==> src/sv/msed_pkg.sv <==
// ----------------------------------------------------------------------------
// msed_pkg - shared types, constants and lookup functions
// Character codes, entity progress codes, the entity step table and the
// held-prefix text used by the markup strip / entity decode unit.
// ----------------------------------------------------------------------------
package msed_pkg;

	localparam int ByteW   = 8;
	localparam int ProgW   = 4;
	localparam int MaxRes  = 8;                    // result buffer depth; one byte causes at most seven results
	localparam int CntW    = $clog2(MaxRes + 1);
	localparam int FlushW  = 3;                    // '&' plus at most four held chars

	// character codes
	localparam logic [ByteW-1:0] ChNul   = 8'h00;
	localparam logic [ByteW-1:0] ChSpace = 8'h20;
	localparam logic [ByteW-1:0] ChAmp   = 8'h26;
	localparam logic [ByteW-1:0] ChLt    = 8'h3C;
	localparam logic [ByteW-1:0] ChGt    = 8'h3E;
	localparam logic [ByteW-1:0] ChSemi  = 8'h3B;
	localparam logic [ByteW-1:0] ChQuote = 8'h22;
	localparam logic [ByteW-1:0] ChApos  = 8'h27;
	localparam logic [ByteW-1:0] ChTab   = 8'h09;
	localparam logic [ByteW-1:0] ChCr    = 8'h0D;

	// entity progress: the prefix held after '&'
	localparam logic [ProgW-1:0] ProgNone   = 4'd0;
	localparam logic [ProgW-1:0] ProgHeld   = 4'd1;   // "&" only
	localparam logic [ProgW-1:0] ProgA      = 4'd2;
	localparam logic [ProgW-1:0] ProgAm     = 4'd3;
	localparam logic [ProgW-1:0] ProgAmp    = 4'd4;
	localparam logic [ProgW-1:0] ProgAp     = 4'd5;
	localparam logic [ProgW-1:0] ProgApo    = 4'd6;
	localparam logic [ProgW-1:0] ProgApos   = 4'd7;
	localparam logic [ProgW-1:0] ProgQ      = 4'd8;
	localparam logic [ProgW-1:0] ProgQu     = 4'd9;
	localparam logic [ProgW-1:0] ProgQuo    = 4'd10;
	localparam logic [ProgW-1:0] ProgQuot   = 4'd11;
	localparam logic [ProgW-1:0] ProgHash   = 4'd12;
	localparam logic [ProgW-1:0] ProgHash3  = 4'd13;
	localparam logic [ProgW-1:0] ProgHash39 = 4'd14;
	localparam logic [ProgW-1:0] ProgBad    = 4'd15;  // never produced

	typedef struct packed {
		logic             tag;   // inside <...>
		logic             seen;  // whitespace already folded since last visible char
		logic             pend;  // one space owed before the next visible char
		logic [ProgW-1:0] prog;
	} state_t;

	localparam state_t StateReset = '{tag: 1'b0, seen: 1'b1, pend: 1'b0, prog: ProgNone};

	typedef struct packed {
		logic             hit;   // byte continues the entity
		logic             done;  // byte completes it
		logic [ProgW-1:0] nxt;
		logic [ByteW-1:0] dec;
	} edge_t;

	function automatic logic is_ws(input logic [ByteW-1:0] c);
		is_ws = (c inside {ChSpace, [ChTab:ChCr]});
	endfunction

	function automatic logic prog_held(input logic [ProgW-1:0] p);
		prog_held = (p != ProgNone) && (p != ProgBad);
	endfunction

	// one step of the entity matcher
	function automatic edge_t ent_step(input logic [ProgW-1:0] p, input logic [ByteW-1:0] c);
		edge_t e;
		e = '{hit: 1'b0, done: 1'b0, nxt: ProgNone, dec: ChNul};
		case (p)
			ProgHeld: begin
				if (c == "a")      e = '{1'b1, 1'b0, ProgA, ChNul};
				else if (c == "q") e = '{1'b1, 1'b0, ProgQ, ChNul};
				else if (c == "#") e = '{1'b1, 1'b0, ProgHash, ChNul};
			end
			ProgA: begin
				if (c == "m")      e = '{1'b1, 1'b0, ProgAm, ChNul};
				else if (c == "p") e = '{1'b1, 1'b0, ProgAp, ChNul};
			end
			ProgAm:     if (c == "p")    e = '{1'b1, 1'b0, ProgAmp, ChNul};
			ProgAmp:    if (c == ChSemi) e = '{1'b1, 1'b1, ProgNone, ChAmp};
			ProgAp:     if (c == "o")    e = '{1'b1, 1'b0, ProgApo, ChNul};
			ProgApo:    if (c == "s")    e = '{1'b1, 1'b0, ProgApos, ChNul};
			ProgApos:   if (c == ChSemi) e = '{1'b1, 1'b1, ProgNone, ChApos};
			ProgQ:      if (c == "u")    e = '{1'b1, 1'b0, ProgQu, ChNul};
			ProgQu:     if (c == "o")    e = '{1'b1, 1'b0, ProgQuo, ChNul};
			ProgQuo:    if (c == "t")    e = '{1'b1, 1'b0, ProgQuot, ChNul};
			ProgQuot:   if (c == ChSemi) e = '{1'b1, 1'b1, ProgNone, ChQuote};
			ProgHash:   if (c == "3")    e = '{1'b1, 1'b0, ProgHash3, ChNul};
			ProgHash3:  if (c == "9")    e = '{1'b1, 1'b0, ProgHash39, ChNul};
			ProgHash39: if (c == ChSemi) e = '{1'b1, 1'b1, ProgNone, ChApos};
			default:    e = '{hit: 1'b0, done: 1'b0, nxt: ProgNone, dec: ChNul};
		endcase
		return e;
	endfunction

	// chars released when a held prefix is flushed: '&' then the prefix
	function automatic logic [FlushW-1:0] flush_len(input logic [ProgW-1:0] p);
		logic [FlushW-1:0] n;
		n = '0;
		if (p == ProgHeld)                                     n = 3'd1;
		else if (p inside {ProgA, ProgQ, ProgHash})            n = 3'd2;
		else if (p inside {ProgAm, ProgAp, ProgQu, ProgHash3}) n = 3'd3;
		else if (p inside {ProgAmp, ProgApo, ProgQuo, ProgHash39}) n = 3'd4;
		else if (p inside {ProgApos, ProgQuot})                n = 3'd5;
		return n;
	endfunction

	function automatic logic [ByteW-1:0] flush_char(input logic [ProgW-1:0] p,
	                                                 input logic [FlushW-1:0] i);
		logic [ByteW-1:0] c;
		logic [1:0]       j;
		c = ChAmp;
		j = 2'(i - 3'd1);
		if (i != '0) begin
			if (p inside {ProgA, ProgAm, ProgAmp}) begin
				case (j)
					2'd0:    c = "a";
					2'd1:    c = "m";
					default: c = "p";
				endcase
			end else if (p inside {ProgAp, ProgApo, ProgApos}) begin
				case (j)
					2'd0:    c = "a";
					2'd1:    c = "p";
					2'd2:    c = "o";
					default: c = "s";
				endcase
			end else if (p inside {ProgQ, ProgQu, ProgQuo, ProgQuot}) begin
				case (j)
					2'd0:    c = "q";
					2'd1:    c = "u";
					2'd2:    c = "o";
					default: c = "t";
				endcase
			end else begin
				case (j)
					2'd0:    c = "#";
					2'd1:    c = "3";
					default: c = "9";
				endcase
			end
		end
		return c;
	endfunction

endpackage

==> src/sv/markup_strip_entity_decode_unit.sv <==
// ----------------------------------------------------------------------------
// markup_strip_entity_decode_unit - tag strip, entity decode, space folding
// Cleans a text string one byte per word: drops <...> and stray '>',
// decodes &amp; &quot; &#39; &apos;, folds whitespace runs into one space
// and trims leading and trailing spaces.
// ----------------------------------------------------------------------------
//
//  channel | handshake           | payload
//  --------+---------------------+-----------------------------------------
//  in      | in_valid / in_stall | in_byte[7:0], in_last
//  out     | out_valid/out_stall | out_byte[7:0], has_byte, run_last,
//          |                     | string_end
//
//  Flow: an input word is registered, then decoded combinationally into a
//  result buffer of up to 8 words; a loaded buffer raises out_valid.
//  A byte that releases several results (entity mismatch replay) holds
//  the input while the result buffer drains, one word per cycle when
//  out_stall is low.
//  Reset: arst_n clears the handshake state and the parser state.
//  Stalls: out_stall freezes the result buffer; the input register keeps
//  taking words until a decoded byte finds the buffer still busy.
// ----------------------------------------------------------------------------
module markup_strip_entity_decode_unit (
	input  logic       clk,
	input  logic       arst_n,
	// input channel
	input  logic       in_valid,
	output logic       in_stall,
	input  logic [7:0] in_byte,
	input  logic       in_last,
	// result channel
	output logic       out_valid,
	input  logic       out_stall,
	output logic [7:0] out_byte,
	output logic       has_byte,
	output logic       run_last,
	output logic       string_end
);

	localparam int ByteW  = msed_pkg::ByteW;
	localparam int MaxRes = msed_pkg::MaxRes;
	localparam int CntW   = msed_pkg::CntW;
	localparam int FlushW = msed_pkg::FlushW;

	// ---------------------------------------------------------------- input stage
	logic             valid_s1;
	logic [ByteW-1:0] byte_s1;
	logic             last_s1;

	// ---------------------------------------------------------------- result buffer
	logic [MaxRes-1:0][ByteW-1:0] res_q;
	logic [CntW-1:0]              cnt_q;     // words left to send
	logic                         end_q;     // buffer holds the string's last run
	logic                         has_q;     // 0 only for the bare end marker

	msed_pkg::state_t st_q;

	logic buf_free;
	logic load;
	logic out_take;

	assign out_valid = (cnt_q != '0);
	assign out_take  = out_valid && !out_stall;
	assign buf_free  = (cnt_q == '0) || ((cnt_q == CntW'(1)) && !out_stall);
	assign load      = valid_s1 && buf_free;
	assign in_stall  = valid_s1 && !load;

	always_ff @(posedge clk or negedge arst_n) begin
		if (!arst_n) begin
			valid_s1 <= 1'b0;
		end else if (!in_stall) begin
			valid_s1 <= in_valid;
		end
	end

	always_ff @(posedge clk) begin
		if (!in_stall && in_valid) begin
			byte_s1 <= in_byte;
			last_s1 <= in_last;
		end
	end

	// ---------------------------------------------------------------- decode
	// Every emitted char goes through the same path: an optional owed space
	// first, then the flushed prefix (on mismatch), then the one plain or
	// decoded char, then an end-of-string flush of whatever prefix is left.
	msed_pkg::edge_t   ed;
	msed_pkg::state_t  st_n;
	logic              pv;          // a prefix is held
	logic              c_match;     // byte continues or ends the entity
	logic              c_done;
	logic              do_plain;    // byte goes through the plain path
	logic              plain_vis;   // plain path emits the byte itself
	logic              plain_ws;
	logic [ByteW-1:0]  mid_char;
	logic [3:0]        prog_a;      // progress after the byte
	logic [FlushW-1:0] len_pre;
	logic              len_mid;
	logic [FlushW-1:0] len_post;
	logic [CntW-1:0]   nvis;
	logic              sp_out;      // owed space goes out first
	logic [CntW-1:0]   off_pre;
	logic [CntW-1:0]   off_mid;
	logic [CntW-1:0]   off_post;
	logic [CntW-1:0]   total;
	logic              bare;
	logic [MaxRes-1:0][ByteW-1:0] res_n;
	logic [CntW-1:0]   cnt_n;
	logic [CntW-1:0]   kk;

	always_comb begin
		ed        = msed_pkg::ent_step(st_q.prog, byte_s1);
		pv        = msed_pkg::prog_held(st_q.prog);
		c_match   = pv && ed.hit;
		c_done    = c_match && ed.done;
		do_plain  = !c_match;
		plain_ws  = do_plain && !st_q.tag && msed_pkg::is_ws(byte_s1);
		plain_vis = do_plain && !st_q.tag && (byte_s1 != msed_pkg::ChLt) &&
		            (byte_s1 != msed_pkg::ChGt) && (byte_s1 != msed_pkg::ChAmp) &&
		            !msed_pkg::is_ws(byte_s1);
		mid_char  = c_done ? ed.dec : byte_s1;

		if (c_match && !c_done)
			prog_a = ed.nxt;
		else if (do_plain && !st_q.tag && (byte_s1 == msed_pkg::ChAmp))
			prog_a = msed_pkg::ProgHeld;
		else
			prog_a = msed_pkg::ProgNone;

		len_pre  = (pv && !ed.hit) ? msed_pkg::flush_len(st_q.prog) : '0;
		len_mid  = c_done || plain_vis;
		len_post = last_s1 ? msed_pkg::flush_len(prog_a) : '0;
		nvis     = CntW'(len_pre) + CntW'(len_mid) + CntW'(len_post);
		sp_out   = st_q.pend && (nvis != '0);
		off_pre  = CntW'(sp_out);
		off_mid  = off_pre + CntW'(len_pre);
		off_post = off_mid + CntW'(len_mid);
		total    = off_post + CntW'(len_post);
		bare     = last_s1 && (total == '0);
		cnt_n    = bare ? CntW'(1) : total;

		for (int k = 0; k < MaxRes; k++) begin
			kk = CntW'(k);
			if (bare)
				res_n[k] = msed_pkg::ChNul;
			else if (kk < off_pre)
				res_n[k] = msed_pkg::ChSpace;
			else if (kk < off_mid)
				res_n[k] = msed_pkg::flush_char(st_q.prog, FlushW'(kk - off_pre));
			else if (kk < off_post)
				res_n[k] = mid_char;
			else
				res_n[k] = msed_pkg::flush_char(prog_a, FlushW'(kk - off_post));
		end

		// parser state, in the order the events happen within the byte
		st_n      = st_q;
		st_n.prog = prog_a;
		if (len_pre != '0) begin
			st_n.seen = 1'b0;
			st_n.pend = 1'b0;
		end
		if (plain_ws && !st_n.seen) begin
			st_n.pend = 1'b1;
			st_n.seen = 1'b1;
		end
		if (len_mid) begin
			st_n.seen = 1'b0;
			st_n.pend = 1'b0;
		end
		if (do_plain && (byte_s1 == msed_pkg::ChLt))
			st_n.tag = 1'b1;
		else if (do_plain && (byte_s1 == msed_pkg::ChGt))
			st_n.tag = 1'b0;
		if (last_s1)
			st_n = msed_pkg::StateReset;
	end

	always_ff @(posedge clk or negedge arst_n) begin
		if (!arst_n) begin
			st_q  <= msed_pkg::StateReset;
			cnt_q <= '0;
			end_q <= 1'b0;
			has_q <= 1'b1;
		end else if (load) begin
			st_q  <= st_n;
			cnt_q <= cnt_n;
			end_q <= last_s1;
			has_q <= !bare;
		end else if (out_take) begin
			cnt_q <= cnt_q - CntW'(1);
		end
	end

	always_ff @(posedge clk) begin
		if (load)
			res_q <= res_n;
		else if (out_take)
			res_q <= {ByteW'(0), res_q[MaxRes-1:1]};
	end

	assign out_byte   = res_q[0];
	assign has_byte   = has_q;
	assign run_last   = (cnt_q == CntW'(1));
	assign string_end = end_q && (cnt_q == CntW'(1));

	// ---------------------------------------------------------------- checks
	a_end_resets: assert property (@(posedge clk) disable iff (!arst_n)
		(load && last_s1) |=> (st_q == msed_pkg::StateReset))
		else $error("parser state not back to reset after string end");

	a_prog_code: assert property (@(posedge clk) disable iff (!arst_n)
		st_q.prog != msed_pkg::ProgBad)
		else $error("unused entity progress code reached");

	a_bare_marker: assert property (@(posedge clk) disable iff (!arst_n)
		(out_valid && !has_byte) |-> (run_last && string_end))
		else $error("bare result that is not the string end");

	a_cnt_range: assert property (@(posedge clk) disable iff (!arst_n)
		cnt_q <= CntW'(MaxRes))
		else $error("result count beyond buffer depth");

	a_stall_busy: assert property (@(posedge clk) disable iff (!arst_n)
		in_stall |-> (valid_s1 && out_valid))
		else $error("input stalled with an empty result buffer");

endmodule

==> config.mk <==
export PLATFORM = sky130hd
export DESIGN_NAME = markup_strip_entity_decode_unit
export DESIGN_NICKNAME = d
export VERILOG_FILES = /design/src/sv/msed_pkg.sv /design/src/sv/markup_strip_entity_decode_unit.sv
export SDC_FILE = /design/constraint.sdc
export NUM_CORES = 1
export LEC_CHECK = 0
export BUFFER_PORTS_ARGS = -buffer_cell sky130_fd_sc_hd__buf_2
export CAP_MARGIN = 0
export CORE_UTILIZATION = 27
export CTS_CLUSTER_SIZE = 12
export DETAILED_ROUTE_END_ITERATION = 16
export PLACE_DENSITY = 0.52
export SLEW_MARGIN = 10
export SYNTH_ARGS = -nofsm -noshare
export SYNTH_HDL_FRONTEND = slang
export SYNTH_SLANG_ARGS = --single-unit
==> constraint.sdc <==
create_clock -name clk -period 9.2 [get_ports clk]
set_input_delay 0.46 -clock clk [delete_from_list [all_inputs] [get_ports clk]]
set_output_delay 0.46 -clock clk [all_outputs]
set_load 0.005 [all_outputs]
== Word level (Yosys, flattened, before mapping) ==
Cells that the tools add are included.
W data, S select, Z words.
Storage, ports and cells
  bits in registers: 87
  bits of input ports: 13
  output and inout bits: 13
  word-level logic and storage cells: 447
Cells by class
  add/sub/neg operators: 38
  order comparisons: 19
  equality and inequality tests: 81
  multiplexer cells: 196
  reduce and logical (&&, ||, !) cells: 95
Operator list (number)
  $mux W8: 90
  $pmux W5 S3: 32
  $pmux W5 S2: 32
  $mux W14: 16
  $pmux W14 S13: 1
  $mux W64: 2
  $reduce_bool A3 Y1: 24
  $eq A8 B6 Y1 const B: 8
  $eq A8 B7 Y1 const B: 8
  $eq A4 B4 Y1 const B: 14
  $reduce_bool A4 Y1: 10
  $mux W3: 12
  $eq A2 B1 Y1 const B: 16
  $eq A2 B2 Y1 const B: 16
  $eq A4 B3 Y1 const B: 8
  $logic_not A2 Y1: 16
  $lt A3 B4 Y1 const A: 8
  $sub A2 B1 Y2 const B: 14
  $logic_and A1 B1 Y1: 24
  $ne A8 B6 Y1 const B: 3
  $eq A4 B2 Y1 const B: 4
  $lt A1 B4 Y1 const A: 4
  $lt A2 B4 Y1 const A: 4
  $mux W4: 4
  26 further kinds: 59

== Depth between registers and ports, before layout ==
Gate-level depths: netlist of run 1.
  depth in word-level cells: 37
  gate-level depth with buffers: 28
  gate-level depth less buffers: 25

== Worst setup path before layout of run 1 ==
No wires, ideal clock.
  kind: reg2reg
  start point: reg byte_s1[4]
  end point: reg res_q[26] in the netlist's numbering, data pin
  library setup time: 256 ps
  arrival: 7158 ps
  required time: 8944 ps
  slack: 1786 ps
  cell stages (with the launch flop): 23
  buffers on the path: 4
  period minus slack after synthesis: 7414 ps
  cell sequence: edfxtp_1 -> buf_6 -> and4bb_1 -> buf_2 -> and4_4 -> nor4_2 -> nand4_1 -> o31ai_1 -> fa_1 -> fa_1 -> o41ai_1 -> clkinv_1 -> ha_1 -> ha_1 -> ha_1 -> inv_1 -> ha_1 -> clkbuf_1 -> clkbuf_1 -> a221oi_1 -> a221oi_1 -> a31o_2 -> a22o_1
On the way
  longest elaborated chain between the ends: 36
  elaborated cells between the ends (all ways): 125
  those cells by class: add/sub: 9; order compare: 4; eq/ne: 35; mux: 45; reduce/logical: 32
Ends and longest elaborated chain
  from (decl): line markup_strip_entity_decode_unit.sv:47  | logic [ByteW-1:0] byte_s1;
  from (signal assigned): line markup_strip_entity_decode_unit.sv:78  | byte_s1 <= in_byte;
  $eq A8 B6 Y1: line msed_pkg.sv:76  | else if (c == "#") e = '{1'b1, 1'b0, ProgHash, ChNul};
  $mux W14: line msed_pkg.sv:76
  $mux W14: line msed_pkg.sv:75  | else if (c == "q") e = '{1'b1, 1'b0, ProgQ, ChNul};
  $mux W14: line msed_pkg.sv:74  | if (c == "a") e = '{1'b1, 1'b0, ProgA, ChNul};
  $pmux W14 S13: line msed_pkg.sv:72  | case (p)
  $logic_and A1 B1 Y1: line markup_strip_entity_decode_unit.sv:114  | c_match = pv && ed.hit;
  $logic_not A1 Y1: line markup_strip_entity_decode_unit.sv:116  | do_plain = !c_match;
  $logic_and A1 B1 Y1: line markup_strip_entity_decode_unit.sv:118, markup_strip_entity_decode_unit.sv:125
  (+20 left out)
  $mux W8: line msed_pkg.sv:131  | end else if (p inside {ProgQ, ProgQu, ProgQuo, ProgQuot}) begin
  $mux W8: line msed_pkg.sv:124  | end else if (p inside {ProgAp, ProgApo, ProgApos}) begin
  $mux W8: line msed_pkg.sv:118  | if (p inside {ProgA, ProgAm, ProgAmp}) begin
  $mux W8: line msed_pkg.sv:117  | if (i != '0) begin
  $mux W8: line markup_strip_entity_decode_unit.sv:150  | else if (kk < off_post)
  $mux W8: line markup_strip_entity_decode_unit.sv:148  | else if (kk < off_mid)
  $mux W8 (*): line markup_strip_entity_decode_unit.sv:144  | if (bare)
  $mux W64 (*): line markup_strip_entity_decode_unit.sv:196  | if (load)
  to (signal assigned): line markup_strip_entity_decode_unit.sv:197  | res_q <= res_n;
  to (signal assigned): line markup_strip_entity_decode_unit.sv:199  | res_q <= {ByteW'(0), res_q[MaxRes-1:1]};
  to (decl): line markup_strip_entity_decode_unit.sv:51  | logic [MaxRes-1:0][ByteW-1:0] res_q;
Every way passes the cells marked *; elsewhere a longest branch is shown, timed or not.
A chain may end at the register's enable or synchronous reset.

== Worst setup path after layout of run 1 ==
  start point: reg byte_s1[1]
  end point: reg res_q[19] in the netlist's numbering, data pin
On the way
  longest elaborated chain between the ends: 36
  elaborated cells between the ends (all ways): 127
  those cells by class: add/sub: 9; order compare: 4; eq/ne: 35; mux: 47; reduce/logical: 32
Ends and longest elaborated chain (line)
  $eq A8 B6 Y1: msed_pkg.sv:76
  $mux W14: msed_pkg.sv:76
  $mux W14: msed_pkg.sv:75
  $mux W14: msed_pkg.sv:74
  $pmux W14 S13: msed_pkg.sv:72
  $logic_and A1 B1 Y1: markup_strip_entity_decode_unit.sv:114
  $logic_not A1 Y1: markup_strip_entity_decode_unit.sv:116
  $logic_and A1 B1 Y1: markup_strip_entity_decode_unit.sv:118, markup_strip_entity_decode_unit.sv:125
  (+20 left out)
  $mux W8: msed_pkg.sv:131
  $mux W8: msed_pkg.sv:124
  $mux W8: msed_pkg.sv:118
  $mux W8: msed_pkg.sv:117
  $mux W8: markup_strip_entity_decode_unit.sv:150
  $mux W8: markup_strip_entity_decode_unit.sv:148
  $mux W8 (*): markup_strip_entity_decode_unit.sv:144
  $mux W64 (*): markup_strip_entity_decode_unit.sv:196
Marks and branches as above.

==> results of run 1 <==
-- cell usage in the layout, fill, tap and decap left out, types with 7 or more instances in the layout --
cell type and instances:
nand4_1 9, buf_4 9, a21o_1 9, nand2b_1 8, a32o_1 12, a22o_1 14
ha_1 26, edfxtp_1 73, clkbuf_16 9, buf_2 25, nand3_1 22, a221oi_1 13
o21ai_0 34, nor2b_1 15, a21oi_1 48, a31oi_1 8, nand2_1 102, dfrtp_1 12
mux2i_1 7, and2_1 9, o22ai_1 9, nor3_1 27, nor2_1 71, inv_1 18
o31ai_1 35
-- per-stage QoR --
step / worst slack [ns] / power (mW) / hold slack, ns / cells / util (%)
5_1_grt: 0.1729 / 2.208 / 0.01841 / 1133 / 29.62
4_1_cts: 0.8801 / 2.080 / 0.01603 / 1133 / 29.62
3_5_place_dp: 0.9352 / 1.736 / 0.3843 / 1117 / 28.60
3_3_place_gp: 1.104 / 1.738 / 0.3810 / 1117 / 28.60
6_report: 0.7038 / 2.078 / 0.003602 / 1133 / 29.62
2_1_floorplan: 1.786 / 1.477 / 0.1644 / 822 / -
-- state kept, by name, summed over array words and instances, names as in the netlist --
register  count
byte_s1       8
cnt_q         4
end_q         1
has_byte      1
last_s1       1
out_byte      8
res_q        56
st_q          7
valid_s1      1
-- cell type report --
class	count	area (µm²)
Clock buffer	11	232.7
Clock inverter	5	35.03
Fill cell	2733	18440
Inverter	21	81.33
Multi-Input combinational cell	640	4257
Sequential cell	87	2545
Tap cell	335	419.2
Timing Repair Buffer	34	192.7
-- critical path: stages (launching register included) --
cell and delay [ns]:
edfxtp_1 1.00, o22ai_1 0.28, and4_4 0.28, nor4_2 0.48, nand4_1 0.32, o31ai_1 0.57
fa_1 0.32, fa_1 0.42, o41ai_1 0.36, buf_4 0.22, clkinv_1 0.39, ha_1 0.36
ha_1 0.42, ha_1 0.46, buf_4 0.28, ha_1 0.53, inv_1 0.23, nand4_1 0.15
nor3_1 0.05, a21oi_1 0.27, a21oi_1 0.22, a221o_1 0.37, a32o_1 0.26
-- layer usage --
| metal | track usage, % | vias to the layer above |
|---|---|---|
| met3 | 3.051 | 56 |
| met2 | 28.43 | 316 |
| met1 | 24.07 | 3231 |
| met4 | 6.542 | 2 |
| met5 | 0 | - |
| li1 | - | 3065 |
-- worst max-delay path by stage --
stage                             to  cells past startpoint
4_1_cts        out_byte[1]$_DFFE_PP_                     21
3_3_place_gp   out_byte[4]$_DFFE_PP_                     21
3_5_place_dp   out_byte[1]$_DFFE_PP_                     21
6_report         res_q[19]$_DFFE_PP_                     22
5_1_grt          res_q[33]$_DFFE_PP_                     21
2_1_floorplan    res_q[26]$_DFFE_PP_                     22
-- kinds of logic after synthesis --
family	Yosys count	synth area share, %
simple gates	336	24.45
buf+inv	95	6.454
xor+xnor	9	1.346
flops	87	35.10
fa+ha+maj	30	5.453
mux	9	1.277
compound gates	256	25.92
-- power breakdown --
| part | internal (mW) | total (mW) | switching (mW) |
|---|---|---|---|
| combinational | 0.323 | 0.930 | 0.607 |
| clock | 0.183 | 0.344 | 0.161 |
| sequential | 0.695 | 0.804 | 0.109 |
| total | 1.20 | 2.08 | 0.877 |
==> summary.txt, run 1 <==
STA
  • Setup violators final: 0
  • Skew final: 0.01154 ns
  • Fmax: 0.1177 GHz
  • Max-slew violation count: 0
  • Final period util: 92.35%
  • Setup TNS: 0 ns
  • Min Tclk post-route: 8.496 ns
  • Final Hold Fails: 0
  • Worst slew pin tran: 1.034 ns
  • RSZ-0062 raised after global routing: false
  • Relative slew slack: 30.51%

Logic synthesis
  • Post-synth cell types: 100
  • Yosys top cell area share: 30.23%
  • Syn Nets: 864
  • Yosys warning count: 0
  • Most common library cells after synthesis: 102 x nand2_1, 73 x edfxtp_1, 71 x nor2_1
  • Biggest area consumer among synthesized cells: edfxtp_1
  • Syn avg cell area: 8.821 µm²
  • Top FF cell, synth: edfxtp_1
  • Count leader, synth: nand2_1
  • Synthesized flop and latch total: 87
  • Async SR Flop Fraction: 16.09%
  • Syn Inst Count: 822
  • Seq/Total Area, Yosys: 35.10%
  • EDFF count, synth: 73
  • Synthesized cell area: 7251 µm²
  • Synth top area cells: edfxtp_1 30%, nand2_1 5.3%, ha_1 4.5%

Power and ir drop
  • Peak supply drop: 0.1054 mV
  • Lkg Pwr: 2.930 nW
  • Power Dens Cells: 267.6 nW/µm²

Drt
  • Final wirelength: 24.75 mm
  • # DRC: 4
  • Mean number of vias per cell: 5.887
  • Top sig layer: met5
  • Met2 Wirelength: 11.27 mm
  • DRT Pass-1 Iters: 12
  • WL met1: 11.03 mm
  • Met3 routed WL: 1.792 mm
  • Post-DR wirelength/cell: 21.84 µm
  • Routed vias: 6670
  • Initial DRC Count: 893
  • Routed Antenna Nets: 0

Finish
  • Final Cell Area: 7762 µm²
  • Share of layout cells above drive strength 1: 11.40%
  • Fin nets: 835
  • Synth-to-Final Area Change: 7.058%
  • # diodes: 0

Clocking
  • Sink Count: 87
  • Post_cts resized: 0
  • Post-CTS Setup Inserts: 0
  • Clock-pin transition on the worst setup and hold timing paths: 0.07 ns
  • Max clock buf depth: 2
  • Skew-Pair Late Insertion Delay: 0.36 ns
  • Root Buffer: clkbuf_16
  • CTS tree: yes
  • Cts bufs inserted: 9
  • Post-CTS Hold Buffers: 0
  • Htree depth: 3

Die
  • Core Area: 26210 µm²
  • FP Rows: 59
  • Die Ht: 165.9 µm
  • Ports: 26
  • Total die area: 27510 µm²
  • Chip width: 165.9 µm
  • Starting Density: 27.67%

Place
  • Area after DPL: 7495 µm²
  • Detailed placement HPWL: 17.91 mm
  • Gpl congestion: 1.012
  • Port-buffer cells: 25

Worst setup path
  • Worst R2R End: res_q[19]$_DFFE_PP_
  • CP endpoint kind: flip-flop
  • Setup CP Type: flip-flop to flip-flop
  • CP Launch Type: flip-flop
  • Required @ worst endpoint: 9.30 ns
  • Arr. time, crit path: 8.60 ns
  • Reg-to-reg slack, setup: 0.70 ns
  • Crit path max fanout: 28
  • Origin of the critical flop-to-flop path: byte_s1[1]$_DFFE_PP_
  • Worst setup path start: byte_s1[1]$_DFFE_PP_
  • Reg2reg path depth: 22

GRT
  • Vias in the first global route: 6116
  • First-pass GRT wire length: 37.80 mm
  • Largest net degree at the start of global routing: 101
  • Initial antenna violation count: 1
  • Grt ovf: 0
  • Gr usage total: 17.80%

Flow run
  • Maxcap violations: 0

Outcome
  • Status: complete, but fails checks
  • Violated checks: design-rule violations

Min path
  • Tightest Hold Check Type: input port to asynchronous set/reset pin
(Power assumes the default switching activity.)
==> run 2: changes to the inputs <==
Settings changed: MAX_ROUTING_LAYER set to met4.
==> run 2 against run 1 <==
Compared with the run above:
- the run ends with design-rule violations, negative hold slack left
- cell count hardly changed
- non-clock buffer count is 1 higher
- register-to-register slack worse by 0.18 ns
- count of clock-buffer cells in the layout is 1 lower
- combinational power is 0.6% higher
- maximum frequency is 2.0% lower
- cell area is 0.81% higher
- setup slack worse by 0.18 ns
- wire length is 1.8% higher
- sequential share of layout area is 0.26 points lower
- global-route usage is 1.1 points higher
- sequential cell count stayed put
- critical endpoint is now res_q[12]$_DFFE_PP_
- highest routed layer is now met4
==> summary.txt, run 2 (same netlist as run 1, synthesis figures left out) <==
Worst setup path
  • Levels on crit path: 21
  • Cell repeated most along the worst path: ha_1
  • Reg2reg path depth: 21
  • Required @ worst endpoint: 9.33 ns
  • CP cell instances: o22ai_1 -> and4_4 -> nor4_2 -> nand4_1 -> o31ai_1 -> fa_1 -> fa_1 -> o41ai_1 -> buf_4 -> clkinv_1 -> ha_1 -> ha_1 -> ha_1 -> buf_4 -> inv_1 -> ha_1 -> a21oi_1 -> nor3_1 -> a211oi_1 -> a311oi_1 -> o41ai_1
  • Arr. time, crit path: 8.80 ns
  • Setup CP Type: flip-flop to flip-flop
  • Largest stage delay, worst path: 1.01 ns
  • CP Launch Type: flip-flop
  • Slowest stage cell on the critical path: edfxtp_1
  • Count of buffer and inverter cells on the critical path: 4
  • Crit path max-delay family: compound AO/OA/AOI/OAI gates
  • Crit path max fanout: 28
  • CP endpoint kind: flip-flop

Place
  • Area after DPL: 7502 µm²
  • Place WS: 0.7223 ns
  • DP Cell Count: 1118
  • Port-buffer cells: 25
  • Gpl congestion: 1.036
  • Detailed placement HPWL: 18.18 mm

Finish
  • Finished Layout Cells: 1134
  • Fill cell count: 2778
  • Number of flip-flops in the largest register: 56
  • # diodes: 0
  • Final Core Density: 29.86%
  • FF+latch area: 2545 µm²
  • Multi-input gate area: 4257 µm²
  • Fin nets: 836
  • Commonest non-fill, non-tap cells in the layout: 102 x nand2_1, 73 x edfxtp_1, 71 x nor2_1, 48 x a21oi_1, 35 x o31ai_1
  • Most flop-heavy register: res_q
  • Most common cell after layout, fill and taps aside: nand2_1
  • Final Cell Area: 7825 µm²
  • Share of layout cells above drive strength 1: 11.64%
  • Synth-to-Final Area Change: 7.921%

GRT
  • Grt ovf: 0
  • Initial antenna violation count: 0
  • Largest net degree at the start of global routing: 101
  • First-pass GRT wire length: 39.13 mm
  • Vias in the first global route: 6152
  • Gr usage total: 18.92%

Power and ir drop
  • Power Dens Cells: 274.0 nW/µm²
  • Peak supply drop: 0.1194 mV
  • Lkg Pwr: 2.971 nW
  • Total power: 2.144 mW

STA
  • Fin worst setup slack: 0.5276 ns
  • Setup TNS: 0 ns
  • Skew final: 0.01280 ns
  • Hold WS: -0.001575 ns
  • Worst slew pin tran: 1.103 ns
  • Final period util: 94.27%
  • RSZ-0062 raised after global routing: false
  • Setup violators final: 0
  • Min Tclk post-route: 8.672 ns
  • Max-slew violation count: 0
  • Fmax: 0.1153 GHz
  • Relative slew slack: 25.93%
  • Final Hold Fails: 2

Outcome
  • Status: complete, but fails checks
  • Violated checks: design-rule violations, negative hold slack

Drt
  • Final wirelength: 25.20 mm
  • Routed vias: 6628
  • Initial DRC Count: 905
  • # DRC: 4
  • Routed Antenna Nets: 0
  • Post-DR wirelength/cell: 22.22 µm
  • DRT Pass-1 Iters: 13
  • Mean number of vias per cell: 5.845

Clocking
  • Post-CTS Setup Inserts: 0
  • Clock-pin transition on the worst setup and hold timing paths: 0.07 ns
  • CTS tree: yes
  • Cts bufs inserted: 9
  • Post-CTS Hold Buffers: 0
  • Skew-Pair Late Insertion Delay: 0.36 ns
  • Post_cts resized: 0
  • Max clock buf depth: 2
  • Htree depth: 3
  • Sink Count: 87
  • Root Buffer: clkbuf_16

Die
  • Die Ht: 165.9 µm
  • Chip width: 165.9 µm
  • Ports: 26
  • Total die area: 27510 µm²
  • Core Area: 26210 µm²
  • Starting Density: 27.67%
  • FP Rows: 59

Flow run
  • Maxcap violations: 0

Min path
  • Tightest Hold Check Type: input port to asynchronous set/reset pin
-- run 2: changes by cell type in the layout (fill, tap and decap cells not counted) --
cell / previous run / this run
inv_6: 0 / 2
clkinv_4: 0 / 1
clkbuf_1: 2 / 1
clkinv_2: 1 / 0
bufinv_16: 0 / 2
clkinvlp_4: 4 / 1
buf_4: 9 / 10
-- run 2: path summary, 6_finish.rpt --
| path | start | end | slack [ns] |
|---|---|---|---|
| setup / recovery | byte_s1[1]$_DFFE_PP_ | res_q[12]$_DFFE_PP_ | 0.53 |
| hold / removal | arst_n | st_q[3]$_DFFE_PN0P_ | -0.002 |
| setup reg to reg | byte_s1[1]$_DFFE_PP_ | res_q[12]$_DFFE_PP_ | 0.53 |
| hold reg to reg | st_q[5]$_DFFE_PN1P_ | st_q[5]$_DFFE_PN1P_ | 0.50 |
| max in group asynchronous | arst_n | has_byte$_DFFE_PN1P_ | 8.90 |
| min in group clk | in_byte[4] | byte_s1[4]$_DFFE_PP_ | 0.27 |
-- run 2: report_power, final --
| part | internal, mW | switching [mW] |
|---|---|---|
| registers | 0.694 | 0.109 |
| logic | 0.326 | 0.610 |
| clock network | 0.241 | 0.164 |
| total | 1.26 | 0.883 |
-- run 2: final cells by class --
cell class                 count  area share [%]
clock buffer                  10           2.926
multi-input combinational    640           54.40
sequential                    87           32.52
clock inverter                 6           1.199
inverter                      21           1.039
timing repair buffer          35           2.558
tap                          335           5.357
-- run 2: worst reg2reg max path: cells and delay by family (launching register included) --
kind | cells | cell delay [ns]
adders and majority gates | 6 | 2.54
and+or+nand+nor | 4 | 1.19
AOI/OAI and AO/OA | 7 | 2.63
DFF | 1 | 1.01
buffers and inverters | 4 | 1.09
-- run 2: metal layers --
metal	global-route usage, %	vias up	wire (µm)
met1	25.29	3231	11400
met3	2.645	52	1571
met5	-	-	0
met2	29.48	264	11570
li1	-	3081	-
met4	6.014	0	651
==> run 3: changes to the inputs <==
Settings changed: ABC_AREA set to 1.
==> run 3 against run 2 <==
Compared with the run above:
- the run ends with design-rule violations left
- cell count up 20%
- area after synthesis up 0.40%
- combinational power up 8%
- maximum frequency up 12%
- largest cell class unchanged
==> summary.txt, run 3 <==
STA
  • Relative slew slack: 33.62%
  • Setup violators final: 0
  • Final period util: 84.12%
  • Final Hold Fails: 0
  • Setup TNS: 0 ns
  • Min Tclk post-route: 7.739 ns
  • Worst slew pin tran: 0.9921 ns
  • Max-slew violation count: 0
  • Skew final: 0.01039 ns
  • RSZ-0062 raised after global routing: false
  • Fmax: 0.1292 GHz

Logic synthesis
  • Post-synth cell types: 51
  • Synth Area in Compound Gates: 12.58%
  • Yosys warning count: 0
  • Post-synthesis xor/xnor area fraction: 0.3609%
  • Most common library cells after synthesis: 320 x nand2_1, 104 x inv_1, 91 x nor2_1
  • Syn Nets: 1053
  • Yosys top cell area share: 30.11%
  • Synth top area cells: edfxtp_1 30%, nand2_1 17%, inv_1 5.4%
  • Synth Area in Simple Gates: 37.71%
  • Seq/Total Area, Yosys: 34.96%
  • Syn avg cell area: 7.200 µm²
  • Async SR Flop Fraction: 16.09%
  • Multiplexer share of the synthesized area: 0%
  • Count leader, synth: nand2_1
  • Biggest area consumer among synthesized cells: edfxtp_1
  • Synthesized flop and latch total: 87
  • Synthesized cell area: 7279 µm²
  • EDFF count, synth: 73
  • Largest family of logic cells by synthesized area: simple AND/OR/NAND/NOR gates
  • Synthesized-area fraction occupied by adder cells: 5.294%
  • Syn Inst Count: 1011
  • Top FF cell, synth: edfxtp_1

Worst setup path
  • CP endpoint kind: flip-flop
  • Arr. time, crit path: 7.86 ns
  • Slowest stage cell on the critical path: a211oi_1
  • Largest stage delay, worst path: 0.74 ns
  • Count of buffer and inverter cells on the critical path: 7
  • Crit path max fanout: 11
  • CP Launch Type: flip-flop
  • Crit path max-delay family: simple AND/OR/NAND/NOR gates
  • Required @ worst endpoint: 9.32 ns
  • Setup CP Type: flip-flop to flip-flop
  • Cell repeated most along the worst path: nand2_1

Die
  • Starting Density: 27.70%
  • Total die area: 27620 µm²
  • Ports: 26
  • FP Rows: 59
  • Die Ht: 166.2 µm
  • Core Area: 26280 µm²
  • Chip width: 166.2 µm

GRT
  • Largest net degree at the start of global routing: 69
  • First-pass GRT wire length: 39.69 mm
  • Gr usage total: 19.50%
  • Initial antenna violation count: 0
  • Grt ovf: 0
  • Vias in the first global route: 6502

Finish
  • Synth-to-Final Area Change: 9.299%
  • # diodes: 0
  • Commonest non-fill, non-tap cells in the layout: 320 x nand2_1, 102 x inv_1, 91 x nor2_1, 77 x nand3_1, 73 x edfxtp_1
  • Number of flip-flops in the largest register: 56
  • Final Core Density: 30.28%
  • Most flop-heavy register: res_q
  • Fin nets: 1063
  • Most common cell after layout, fill and taps aside: nand2_1
  • Share of layout cells above drive strength 1: 14.04%
  • Fill cell count: 2863
  • Final Cell Area: 7956 µm²

Place
  • Gpl congestion: 1.016
  • Detailed placement HPWL: 20.24 mm
  • Area after DPL: 7652 µm²
  • Port-buffer cells: 25

Clocking
  • Skew-Pair Late Insertion Delay: 0.36 ns
  • Root Buffer: clkbuf_16
  • Cts bufs inserted: 9
  • Post-CTS Hold Buffers: 0
  • Clock-pin transition on the worst setup and hold timing paths: 0.07 ns
  • CTS tree: yes
  • Max clock buf depth: 2
  • Post-CTS Setup Inserts: 0
  • Sink Count: 87
  • Post_cts resized: 0
  • Htree depth: 3

Power and ir drop
  • Peak supply drop: 0.09272 mV
  • Power Dens Cells: 271.8 nW/µm²
  • Lkg Pwr: 3.841 nW

Drt
  • Final wirelength: 25.84 mm
  • Routed Antenna Nets: 0
  • Routed vias: 6926
  • DRT Pass-1 Iters: 12
  • Initial DRC Count: 780
  • Post-DR wirelength/cell: 18.99 µm
  • Mean number of vias per cell: 5.089
  • # DRC: 6

Outcome
  • Violated checks: design-rule violations
  • Status: complete, but fails checks

Min path
  • Tightest Hold Check Type: input port to asynchronous set/reset pin

Flow run
  • Maxcap violations: 0
[run 3: cell count changes in the layout (fill, tap and decap cells not counted), moves of 20 or more]
cell     delta
o31ai_1    -35
nand2_1   +218
inv_1      +84
nand3_1    +55
nor2_1     +20
[run 3: cells by family (layout without fill, tap and decap cells)]
logic type	after synthesis	in the layout
buffers and inverters	149	164
xor gates and xnor gates	3	3
and+or+nand+nor	590	590
AOI/OAI and AO/OA	153	153
adders and majority gates	29	29
DFF	87	87
[run 3: final cells by class]
| cell class | count | area, µm² | share of cell area [%] |
|---|---|---|---|
| clock buffers | 9 | 225.2 | 2.831 |
| repair buffers | 30 | 162.7 | 2.044 |
| flip-flops and latches | 87 | 2545 | 31.99 |
| clock inverters | 7 | 78.83 | 0.9907 |
| inverters | 118 | 452.9 | 5.693 |
| well taps | 335 | 419.2 | 5.268 |
| multi-input cells | 775 | 4073 | 51.19 |
[run 3: layer usage]
| layer | global-route usage (%) | routed length [µm] | vias up |
|---|---|---|---|
| met2 | 29.06 | 11410 | 270 |
| met4 | 6.623 | 631 | 0 |
| met1 | 26.79 | 12100 | 3251 |
| li1 | - | - | 3368 |
| met5 | - | 0 | - |
| met3 | 2.931 | 1698 | 37 |
[run 3: worst reg2reg max path: cells and delay by family, from the launching register on]
kind                       cells  cell delay (ns)
adders and majority gates      5             2.26
DFF                            1             0.69
AOI/OAI and AO/OA              2             0.82
and+or+nand+nor               16             2.50
buffers and inverters          7             1.24
[run 3: report_power, final]
part	leakage [nW]	internal, mW	switching, mW
sequential	0.903	0.694	0.0727
clock	0.144	0.214	0.172
combinational	2.79	0.295	0.716
[run 3: stage by stage]
| stage | setup slack, ns | total power, mW | hold slack (ns) | instances |
|---|---|---|---|---|
| 2_1_floorplan | 3.200 | 1.490 | 0.1644 | 1011 |
| 3_3_place_gp | 1.564 | 1.782 | 0.3884 | 1345 |
| 3_5_place_dp | 1.509 | 1.777 | 0.3898 | 1345 |
| 4_1_cts | 1.509 | 2.167 | 0.01687 | 1361 |
| 5_1_grt | 1.002 | 2.331 | 0.02677 | 1361 |
| 6_report | 1.461 | 2.163 | 0.0007449 | 1361 |
[run 3: worst paths after layout]
| kind | from | end | slack, ns | cells past startpoint |
|---|---|---|---|---|
| min in group clk | in_last | last_s1$_DFFE_PP_ | 0.28 | 1 |
| max in group asynchronous | arst_n | st_q[5]$_DFFE_PN1P_ | 8.90 | 1 |
| setup reg to reg | byte_s1[6]$_DFFE_PP_ | res_q[50]$_DFFE_PP_ | 1.46 | 30 |
| setup / recovery | byte_s1[6]$_DFFE_PP_ | res_q[50]$_DFFE_PP_ | 1.46 | 30 |
| hold / removal | arst_n | valid_s1$_DFFE_PN0N_ | 0.0007 | 1 |
| hold reg to reg | has_byte$_DFFE_PN1P_ | has_byte$_DFFE_PN1P_ | 0.47 | 2 |
